File: src/sv/mpfl_pkg.sv
// Package for the multi-pool free list allocator.
// Holds codes, widths, link store types and register reset values.
// No dependencies.
package mpfl_pkg;

  localparam int unsigned SlotW    = 8;
  localparam int unsigned LinkW    = 9;
  localparam int unsigned CfgW     = 7;
  localparam int unsigned CfgCount = 4;
  localparam int unsigned CfgIdxW  = 2;
  localparam int unsigned PoolSelW = 2;
  localparam int unsigned PoolCntW = 3;
  localparam int unsigned SlotTotal = 256;

  // Bit 8 set marks the end of a chain or an empty pool.
  localparam logic [LinkW-1:0] LinkNull = 9'h100;

  localparam logic [CfgW-1:0] CfgReset [CfgCount] = '{7'd4, 7'd5, 7'd8, 7'd16};

  typedef enum logic [1:0] {
    ACT_INIT  = 2'd0,
    ACT_ALLOC = 2'd1,
    ACT_FREE  = 2'd2
  } action_e;

  typedef enum logic [1:0] {
    ST_OK      = 2'd0,
    ST_EMPTY   = 2'd1,
    ST_IGNORED = 2'd2
  } status_e;

  typedef struct packed {
    logic             en;
    logic [SlotW-1:0] addr;
    logic [LinkW-1:0] data;
  } link_wr_t;

endpackage

File: src/sv/multi_pool_free_list_allocator.sv
// Top level of the multi-pool free list allocator: heads, sequencer, output register.
// Depends on mpfl_pkg and mpfl_link_ram.
//
//   channel   handshake                     payload
//   -------   ---------------------------   ------------------------------------
//   in        in_valid_i / in_ready_o       action_i pool_type_i has_block_i slot_in_i
//   out       out_valid_o / out_ready_i     status_o slot_out_o
//   cfg       cfg_we_i (no wait)            cfg_idx_i cfg_data_i
//
// Steps: free, null free, unused action and alloc from an empty or bad pool emit
//   their result in the cycle they are taken; a successful alloc reads the link of the
//   head slot in S_IDLE, then writes back head and link in S_READ.
// Init walks the pools in S_INIT over the n slots laid out for each pool:
//   the walker writes one link per cycle through the single write port.
// Reset clears heads to empty and loads the register defaults; the link store is
//   not cleared, so there is no clearing pass.
// A finished result waits in the output register; the next beat is taken while it
//   waits, and the block holds only if a second result finds the register full.
module multi_pool_free_list_allocator #(
  parameter int unsigned POOL_COUNT     = 4,
  parameter int unsigned POOL_MAX_SLOTS = 64
) (
  input  logic                              clk_i,
  input  logic                              rst_ni,
  // item channel
  input  logic                              in_valid_i,
  output logic                              in_ready_o,
  input  logic [1:0]                        action_i,
  input  logic [mpfl_pkg::PoolSelW-1:0]     pool_type_i,
  input  logic                              has_block_i,
  input  logic [mpfl_pkg::SlotW-1:0]        slot_in_i,
  // result channel
  output logic                              out_valid_o,
  input  logic                              out_ready_i,
  output logic [1:0]                        status_o,
  output logic [mpfl_pkg::SlotW-1:0]        slot_out_o,
  // configuration
  input  logic                              cfg_we_i,
  input  logic [mpfl_pkg::CfgIdxW-1:0]      cfg_idx_i,
  input  logic [mpfl_pkg::CfgW-1:0]         cfg_data_i
);

  localparam int unsigned PoolIdxW = (POOL_COUNT > 1) ? $clog2(POOL_COUNT) : 1;
  localparam logic [mpfl_pkg::LinkW-1:0] MaxSlots = mpfl_pkg::LinkW'(POOL_MAX_SLOTS);
  localparam logic [mpfl_pkg::PoolCntW-1:0] LastPool = mpfl_pkg::PoolCntW'(POOL_COUNT - 1);
  localparam logic [mpfl_pkg::LinkW-1:0] SlotEnd = mpfl_pkg::LinkW'(mpfl_pkg::SlotTotal);

  typedef enum logic [3:0] {
    S_IDLE = 4'b0001,
    S_READ = 4'b0010,
    S_INIT = 4'b0100,
    S_HOLD = 4'b1000
  } state_e;

  state_e state_q, state_d;

  // configuration registers
  logic [mpfl_pkg::CfgW-1:0] cfg_q [mpfl_pkg::CfgCount];

  always_ff @(posedge clk_i or negedge rst_ni) begin
    if (!rst_ni) begin
      for (int i = 0; i < mpfl_pkg::CfgCount; i++) begin
        cfg_q[i] <= mpfl_pkg::CfgReset[i];
      end
    end else if (cfg_we_i) begin
      cfg_q[cfg_idx_i] <= cfg_data_i;
    end
  end

  // pool heads live in flops: few entries, one read place
  logic [mpfl_pkg::LinkW-1:0] heads_q [POOL_COUNT];
  logic                       head_we;
  logic [PoolIdxW-1:0]        head_widx;
  logic [mpfl_pkg::LinkW-1:0] head_wdata;

  always_ff @(posedge clk_i or negedge rst_ni) begin
    if (!rst_ni) begin
      for (int i = 0; i < POOL_COUNT; i++) begin
        heads_q[i] <= mpfl_pkg::LinkNull;
      end
    end else if (head_we) begin
      heads_q[head_widx] <= head_wdata;
    end
  end

  // link store
  mpfl_pkg::link_wr_t          link_wr;
  logic                        link_rd_en;
  logic [mpfl_pkg::LinkW-1:0]  link_rd_data;

  // item decode
  logic                        in_pool_ok;
  logic [PoolIdxW-1:0]         in_idx;
  logic [mpfl_pkg::LinkW-1:0]  in_head;

  assign in_pool_ok = 32'(pool_type_i) < POOL_COUNT;
  assign in_idx     = PoolIdxW'(pool_type_i);
  assign in_head    = in_pool_ok ? heads_q[in_idx] : mpfl_pkg::LinkNull;

  mpfl_link_ram u_link_ram (
    .clk_i     (clk_i),
    .wr_i      (link_wr),
    .rd_en_i   (link_rd_en),
    .rd_addr_i (in_head[mpfl_pkg::SlotW-1:0]),
    .rd_data_o (link_rd_data)
  );

  // alloc in flight
  logic [PoolIdxW-1:0]         alloc_idx_q, alloc_idx_d;
  logic [mpfl_pkg::SlotW-1:0]  alloc_slot_q, alloc_slot_d;

  // init walker: current pool, its first slot, the slot being linked
  logic [mpfl_pkg::PoolCntW-1:0] ini_pool_q, ini_pool_d;
  logic [mpfl_pkg::LinkW-1:0]    ini_base_q, ini_base_d;
  logic [mpfl_pkg::LinkW-1:0]    ini_addr_q, ini_addr_d;
  logic [mpfl_pkg::LinkW-1:0]    ini_req, ini_share, ini_room, ini_n, ini_end, ini_next;
  logic                          ini_pool_done;

  // clamp the register count, then cut it at the end of the slot space
  assign ini_req   = ini_pool_q[2] ? '0 : {2'b00, cfg_q[ini_pool_q[1:0]]};
  assign ini_share = (ini_req > MaxSlots) ? MaxSlots : ini_req;
  assign ini_room  = SlotEnd - ini_base_q;
  assign ini_n     = (ini_share > ini_room) ? ini_room : ini_share;
  assign ini_end   = ini_base_q + ini_n;
  assign ini_next  = ini_addr_q + 9'd1;
  assign ini_pool_done = (ini_n == '0) || (ini_next == ini_end);

  // result path
  logic                        emit;
  logic [1:0]                  res_status;
  logic [mpfl_pkg::SlotW-1:0]  res_slot;
  logic [1:0]                  res_status_q, res_status_d;
  logic [mpfl_pkg::SlotW-1:0]  res_slot_q, res_slot_d;
  logic                        out_free, out_load;
  logic [1:0]                  out_status;
  logic [mpfl_pkg::SlotW-1:0]  out_slot;

  logic                        out_valid_q;
  logic [1:0]                  status_q;
  logic [mpfl_pkg::SlotW-1:0]  slot_out_q;

  assign out_free   = !out_valid_q || out_ready_i;
  assign in_ready_o = (state_q == S_IDLE);

  always_comb begin
    state_d      = state_q;
    emit         = 1'b0;
    res_status   = mpfl_pkg::ST_OK;
    res_slot     = '0;
    link_wr      = '0;
    link_rd_en   = 1'b0;
    head_we      = 1'b0;
    head_widx    = in_idx;
    head_wdata   = mpfl_pkg::LinkNull;
    alloc_idx_d  = alloc_idx_q;
    alloc_slot_d = alloc_slot_q;
    ini_pool_d   = ini_pool_q;
    ini_base_d   = ini_base_q;
    ini_addr_d   = ini_addr_q;
    res_status_d = res_status_q;
    res_slot_d   = res_slot_q;
    out_load     = 1'b0;
    out_status   = res_status_q;
    out_slot     = res_slot_q;

    unique case (state_q)
      S_IDLE: begin
        if (in_valid_i) begin
          unique case (action_i)
            mpfl_pkg::ACT_INIT: begin
              ini_pool_d = '0;
              ini_base_d = '0;
              ini_addr_d = '0;
              state_d    = S_INIT;
            end
            mpfl_pkg::ACT_ALLOC: begin
              if (in_head[mpfl_pkg::LinkW-1]) begin
                emit       = 1'b1;
                res_status = mpfl_pkg::ST_EMPTY;
              end else begin
                // fetch the head's link; pop it next cycle
                link_rd_en   = 1'b1;
                alloc_idx_d  = in_idx;
                alloc_slot_d = in_head[mpfl_pkg::SlotW-1:0];
                state_d      = S_READ;
              end
            end
            mpfl_pkg::ACT_FREE: begin
              emit = 1'b1;
              if (!has_block_i || !in_pool_ok) begin
                res_status = mpfl_pkg::ST_IGNORED;
              end else begin
                // push: freed slot points at the old head and becomes the head
                link_wr.en   = 1'b1;
                link_wr.addr = slot_in_i;
                link_wr.data = in_head;
                head_we      = 1'b1;
                head_wdata   = {1'b0, slot_in_i};
              end
            end
            default: begin
              emit       = 1'b1;
              res_status = mpfl_pkg::ST_IGNORED;
            end
          endcase
        end
      end
      S_READ: begin
        head_we      = 1'b1;
        head_widx    = alloc_idx_q;
        head_wdata   = link_rd_data;
        link_wr.en   = 1'b1;
        link_wr.addr = alloc_slot_q;
        link_wr.data = mpfl_pkg::LinkNull;
        emit         = 1'b1;
        res_slot     = alloc_slot_q;
      end
      S_INIT: begin
        head_we    = 1'b1;
        head_widx  = PoolIdxW'(ini_pool_q);
        head_wdata = (ini_n == '0) ? mpfl_pkg::LinkNull
                                   : {1'b0, ini_base_q[mpfl_pkg::SlotW-1:0]};
        if (ini_n != '0) begin
          link_wr.en   = 1'b1;
          link_wr.addr = ini_addr_q[mpfl_pkg::SlotW-1:0];
          link_wr.data = (ini_next < ini_end) ? {1'b0, ini_next[mpfl_pkg::SlotW-1:0]}
                                              : mpfl_pkg::LinkNull;
          ini_addr_d   = ini_next;
        end
        if (ini_pool_done) begin
          ini_base_d = ini_end;
          ini_addr_d = ini_end;
          ini_pool_d = ini_pool_q + 3'd1;
          if (ini_pool_q == LastPool) begin
            emit = 1'b1;
          end
        end
      end
      S_HOLD: begin
        if (out_free) begin
          out_load = 1'b1;
          state_d  = S_IDLE;
        end
      end
      default: begin
        state_d = S_IDLE;
      end
    endcase

    // hand the result to the output register, or park it if that is full
    if (emit) begin
      if (out_free) begin
        out_load   = 1'b1;
        out_status = res_status;
        out_slot   = res_slot;
        state_d    = S_IDLE;
      end else begin
        res_status_d = res_status;
        res_slot_d   = res_slot;
        state_d      = S_HOLD;
      end
    end
  end

  always_ff @(posedge clk_i or negedge rst_ni) begin
    if (!rst_ni) begin
      state_q     <= S_IDLE;
      out_valid_q <= 1'b0;
      ini_pool_q  <= '0;
      ini_base_q  <= '0;
      ini_addr_q  <= '0;
    end else begin
      state_q    <= state_d;
      ini_pool_q <= ini_pool_d;
      ini_base_q <= ini_base_d;
      ini_addr_q <= ini_addr_d;
      if (out_load) begin
        out_valid_q <= 1'b1;
      end else if (out_ready_i) begin
        out_valid_q <= 1'b0;
      end
    end
  end

  always_ff @(posedge clk_i) begin
    alloc_idx_q  <= alloc_idx_d;
    alloc_slot_q <= alloc_slot_d;
    res_status_q <= res_status_d;
    res_slot_q   <= res_slot_d;
    if (out_load) begin
      status_q   <= out_status;
      slot_out_q <= out_slot;
    end
  end

  assign out_valid_o = out_valid_q;
  assign status_o    = status_q;
  assign slot_out_o  = slot_out_q;

endmodule

File: src/sv/mpfl_link_ram.sv
// Link store: one next-slot link per slot, one write and one read port.
// Read data is registered. Uses mpfl_pkg.
module mpfl_link_ram (
  input  logic                              clk_i,
  input  mpfl_pkg::link_wr_t                wr_i,
  input  logic                              rd_en_i,
  input  logic [mpfl_pkg::SlotW-1:0]        rd_addr_i,
  output logic [mpfl_pkg::LinkW-1:0]        rd_data_o
);

  logic [mpfl_pkg::LinkW-1:0] mem [mpfl_pkg::SlotTotal];
  logic [mpfl_pkg::LinkW-1:0] rd_data_q;

  always_ff @(posedge clk_i) begin
    if (wr_i.en) begin
      mem[wr_i.addr] <= wr_i.data;
    end
  end

  always_ff @(posedge clk_i) begin
    if (rd_en_i) begin
      rd_data_q <= mem[rd_addr_i];
    end
  end

  assign rd_data_o = rd_data_q;

endmodule

File: config.mk
export PLATFORM = sky130hd
export DESIGN_NAME = multi_pool_free_list_allocator
export DESIGN_NICKNAME = d
export VERILOG_FILES = /design/src/sv/mpfl_pkg.sv /design/src/sv/multi_pool_free_list_allocator.sv /design/src/sv/mpfl_link_ram.sv
export SDC_FILE = /design/constraint.sdc
export NUM_CORES = 2
export LEC_CHECK = 0
export BUFFER_PORTS_ARGS = -buffer_cell sky130_fd_sc_hd__buf_2
export CAP_MARGIN = 10
export CORE_UTILIZATION = 33
export DETAILED_ROUTE_END_ITERATION = 8
export GPL_ROUTABILITY_DRIVEN = 0
export SKIP_CTS_REPAIR_TIMING = 1
export SYNTH_ARGS = -nofsm -noshare
export SYNTH_HDL_FRONTEND = slang
export SYNTH_HIERARCHICAL = 1
export SYNTH_SLANG_ARGS = --single-unit
File: constraint.sdc
create_clock -name clk_i -period 48.7 [get_ports clk_i]
set_input_delay 4.87 -clock clk_i [delete_from_list [all_inputs] [get_ports clk_i]]
set_output_delay 4.87 -clock clk_i [all_outputs]
set_load 0.05 [all_outputs]
==> impl_results.md <==
- Outcome: completed
- Gr ovfl total: 0
- Synth Warn #: 6
- Period utilization: a little over a fifth
- Fin cells: around 9000
- Fin Hold WS: around 0.5 ns
- Die X-Extent: roughly 540 microns
- Max Cap Viol: 0
- CTS buffer count: 238
- Initial antenna violation count: 6
- Req. time, crit path: about 50 ns
- Placeable Area: approximately 290000 sq um
- Max-slew headroom: between 5 and 6%
- Hold Fails Final Rpt: 0
- Min-delay src: ini_base_q[8]$_DFFE_PN0P_
- Detailed Route WL: 248200 microns
- Slowest CP cell: mux4_4
- Max VDD drop: between 0.03 and 0.04 mV
- Crit end category: flop
- H-tree depth: 4
- CP Launch Point: pool_type_i[0]
- Placed Instances: roughly 8500
- Avg WL per Cell: 27.60 microns
- Sequential area share after synthesis: approximately 75%
- Layout Nets: a little under 5000
- Worst Hold Class: flop to flop
- # fillers: approximately 26000
- Final setup viols: 0
- Wire length of the first global-routing pass: about 360000 microns
- PD cells: 44.16 nW/um^2
- Worst path cell trace: buf_2 -> mux4_4 -> buf_4 -> buf_4 -> buf_4 -> buf_4 -> mux4_2 -> a22oi_1 -> a21oi_1 -> nor4_1 -> nor4_1
- Post-synth ARST share: 3.699%
- Post-synth EDFFs: 2343
- CTS tree: yes
- RSZ-0062 raised after global routing: no
- Setup TNS: 0 ns
- Slew Viols, Final: 0
- Max clock buf depth: 3
- Most frequent CP cell: buf_4
- Most frequent cell after synthesis: edfxtp_1
- Top_reg_cell synth: edfxtp_1
- Count of state elements after synthesis: 2433
- Worst setup SP type: primary input
- CP Buf/Inv Count: 5
- PnR worst setup slack: between 30 and 40 ns
- Largest net degree at the start of global routing: about 230
- Reg2reg start: ini_pool_q[0]$_DFFE_PN0P_
- Layout cells sized above 1: 21.93%
- Initial core utilization: between 30% and 40%
- Yosys cell types: between 80 and 90
- Antenna Nets Post-Route: 0
- Top-area cell type share of the netlist area: roughly three quarters
- # DRC: 0
- Dominant cell type by area after synthesis: edfxtp_1
- Area Overhead vs Synth: 12.75%
- Routed vias: a little under 50000
- Design area: between 100000 and 150000 sq um
- Pre-CTS WS: 37.24 ns
- Crit path max-delay family: buffers and inverters
- Critical path arrival: between 10 and 15 ns
- Post-Syn Nets: 4861
- DRT Pass-1 Iters: 6
- I/O pin count: 39
- Mapped Cells: around 4800
- Drt initial violations: around 6000
- Ranking of synthesized cells by area: edfxtp_1 73%, mux4_2 11%, dfrtp_1 2.1%, mux2i_1 1.9%, a22oi_1 1.4%
- Clock Skew: between 0.07 and 0.08 ns
- Vias in the first global route: between 40000 and 50000
- GRT Overall Usage: ~17%
- Clock-pin slew on the worst setup and hold paths: 0.07 ns
- Die area: roughly 290000 sq um
- Placed Area: 100600 sq um
- Clock latency on the worst-skew pair: slightly below 0.9 ns
- Input/output buffers: 38
- Root buf cell: clkbuf_16
- DIE HEIGHT: approximately 540 microns
- Vias per cell: 5.434
- F_max: 95.99 MHz
- Row count: ~200
- Worst slew pin tran: around 1.4 ns
- Synth Cell Area: between 90000 and 100000 sq um
- Worst-path maximum fanout: 45
- DP HPWL: 150800 microns
- Crit Path Class: primary input to flop
- Clock Sinks: 2433
- Max incr delay on CP: just over 1 ns
- Fin crit period: ~10 ns
- Static leakage: 31.20 nW
- Synth top cells by count: 2343 x edfxtp_1, 480 x mux4_2, 320 x nor2_1
- Mean Syn Cell Area: 20.02 sq um
==> cell families after synthesis <==
logic type                 count (synthesis)  share of synthesized area [%]
other                                      1                       0.003898
xor gates and xnor gates                  17                         0.1548
muxes                                    769                          14.58
AOI/OAI and AO/OA                        605                          4.410
DFF                                     2433                          75.49
and+or+nand+nor                          639                          3.115
adders and majority gates                 30                         0.3980
buffers and inverters                    310                          1.842
==> final timing paths <==
path,to,slack [ns],cells after the start
min in group asynchronous,state_q[3]$_DFFE_PN0P_,3.99,1
worst max-delay path,u_link_ram/rd_data_o[6]$_DFFE_PP_,38.28,11
worst min register to register,ini_base_q[8]$_DFFE_PN0P_,0.49,1
worst max register to register,u_link_ram/mem[23][1]$_DFFE_PP_,39.41,27
max in group asynchronous,ini_addr_q[3]$_DFFE_PN0P_,43.62,2
worst min-delay path,ini_base_q[8]$_DFFE_PN0P_,0.49,1
==> cells in the final DEF (no fill, tap or decap), types with 10 or more instances in the layout <==
master / synthesis / final
nor3_1: 26 / 26
o31ai_1: 10 / 10
dfrtp_1: 80 / 80
mux4_1: 12 / 12
nand2_1: 82 / 81
mux2i_1: 180 / 180
nand3_1: 42 / 42
inv_1: 26 / 26
dfstp_2: 10 / 10
o22ai_1: 66 / 66
clkinv_1: 1 / 57
nor2_1: 320 / 318
clkbuf_16: 0 / 242
a31oi_1: 14 / 14
a21oi_1: 109 / 109
o21ai_0: 51 / 45
nor2b_1: 38 / 33
mux4_2: 480 / 477
edfxtp_1: 2343 / 2343
clkinv_2: 0 / 46
clkbuf_1: 135 / 51
bufinv_16: 0 / 23
mux2_2: 94 / 94
a22oi_1: 182 / 182
a211oi_1: 28 / 27
buf_4: 29 / 94
ha_1: 29 / 29
nand4_1: 18 / 18
o221ai_1: 44 / 44
nor4_1: 28 / 25
nand2b_1: 16 / 16
buf_2: 58 / 38
and2_1: 18 / 16
a221oi_1: 11 / 11
==> area by class of cell <==
type                    count  area [sq um]  share of cell area, %
well taps                3880          4855                  4.476
diodes                      4         10.01               0.009229
flip-flops and latches   2433         72620                  66.96
multi-input cells        2061         22000                  20.28
repair buffers            145          1112                  1.026
inverters                  27         101.3                0.09344
clock inverters           150          1485                  1.369
clock buffers             295          6275                  5.785
==> state kept, by name (all words and copies together) (netlist names), 3 cells and up <==
signal                count
res_slot_q                8
state_q                   4
alloc_slot_q              8
cfg_q                    28
heads_q                  36
ini_addr_q                9
ini_pool_q                3
u_link_ram/mem         2304
slot_out_o                8
u_link_ram/rd_data_o      9
ini_base_q                9
==> through the flow <==
step	total power, mW	util (%)
final	4.790	37.55
after global routing	4.932	37.54
after CTS	4.818	37.52
after detailed placement	3.004	34.84
after global placement	2.997	34.82
after floorplan	2.819	-
==> per-layer routing <==
layer / track usage [%] / part of all wire [%] / vias to the layer above
met3: 3.635 / 8.9 / 364
met4: 5.102 / 3.0 / 2
met2: 26.09 / 47 / 2149
li1: - / - / 20177
met1: 23.14 / 42 / 26185
met5: 0 / 0.0052 / -
==> power breakdown <==
part / leakage (nW) / switching [mW] / internal, mW
registers: 21.3 / 0.0155 / 2.33
clock network: 3.78 / 0.790 / 1.04
logic: 6.14 / 0.408 / 0.214
total: 31.2 / 1.21 / 3.58
No activity file was read; power rests on OpenSTA's default activity.
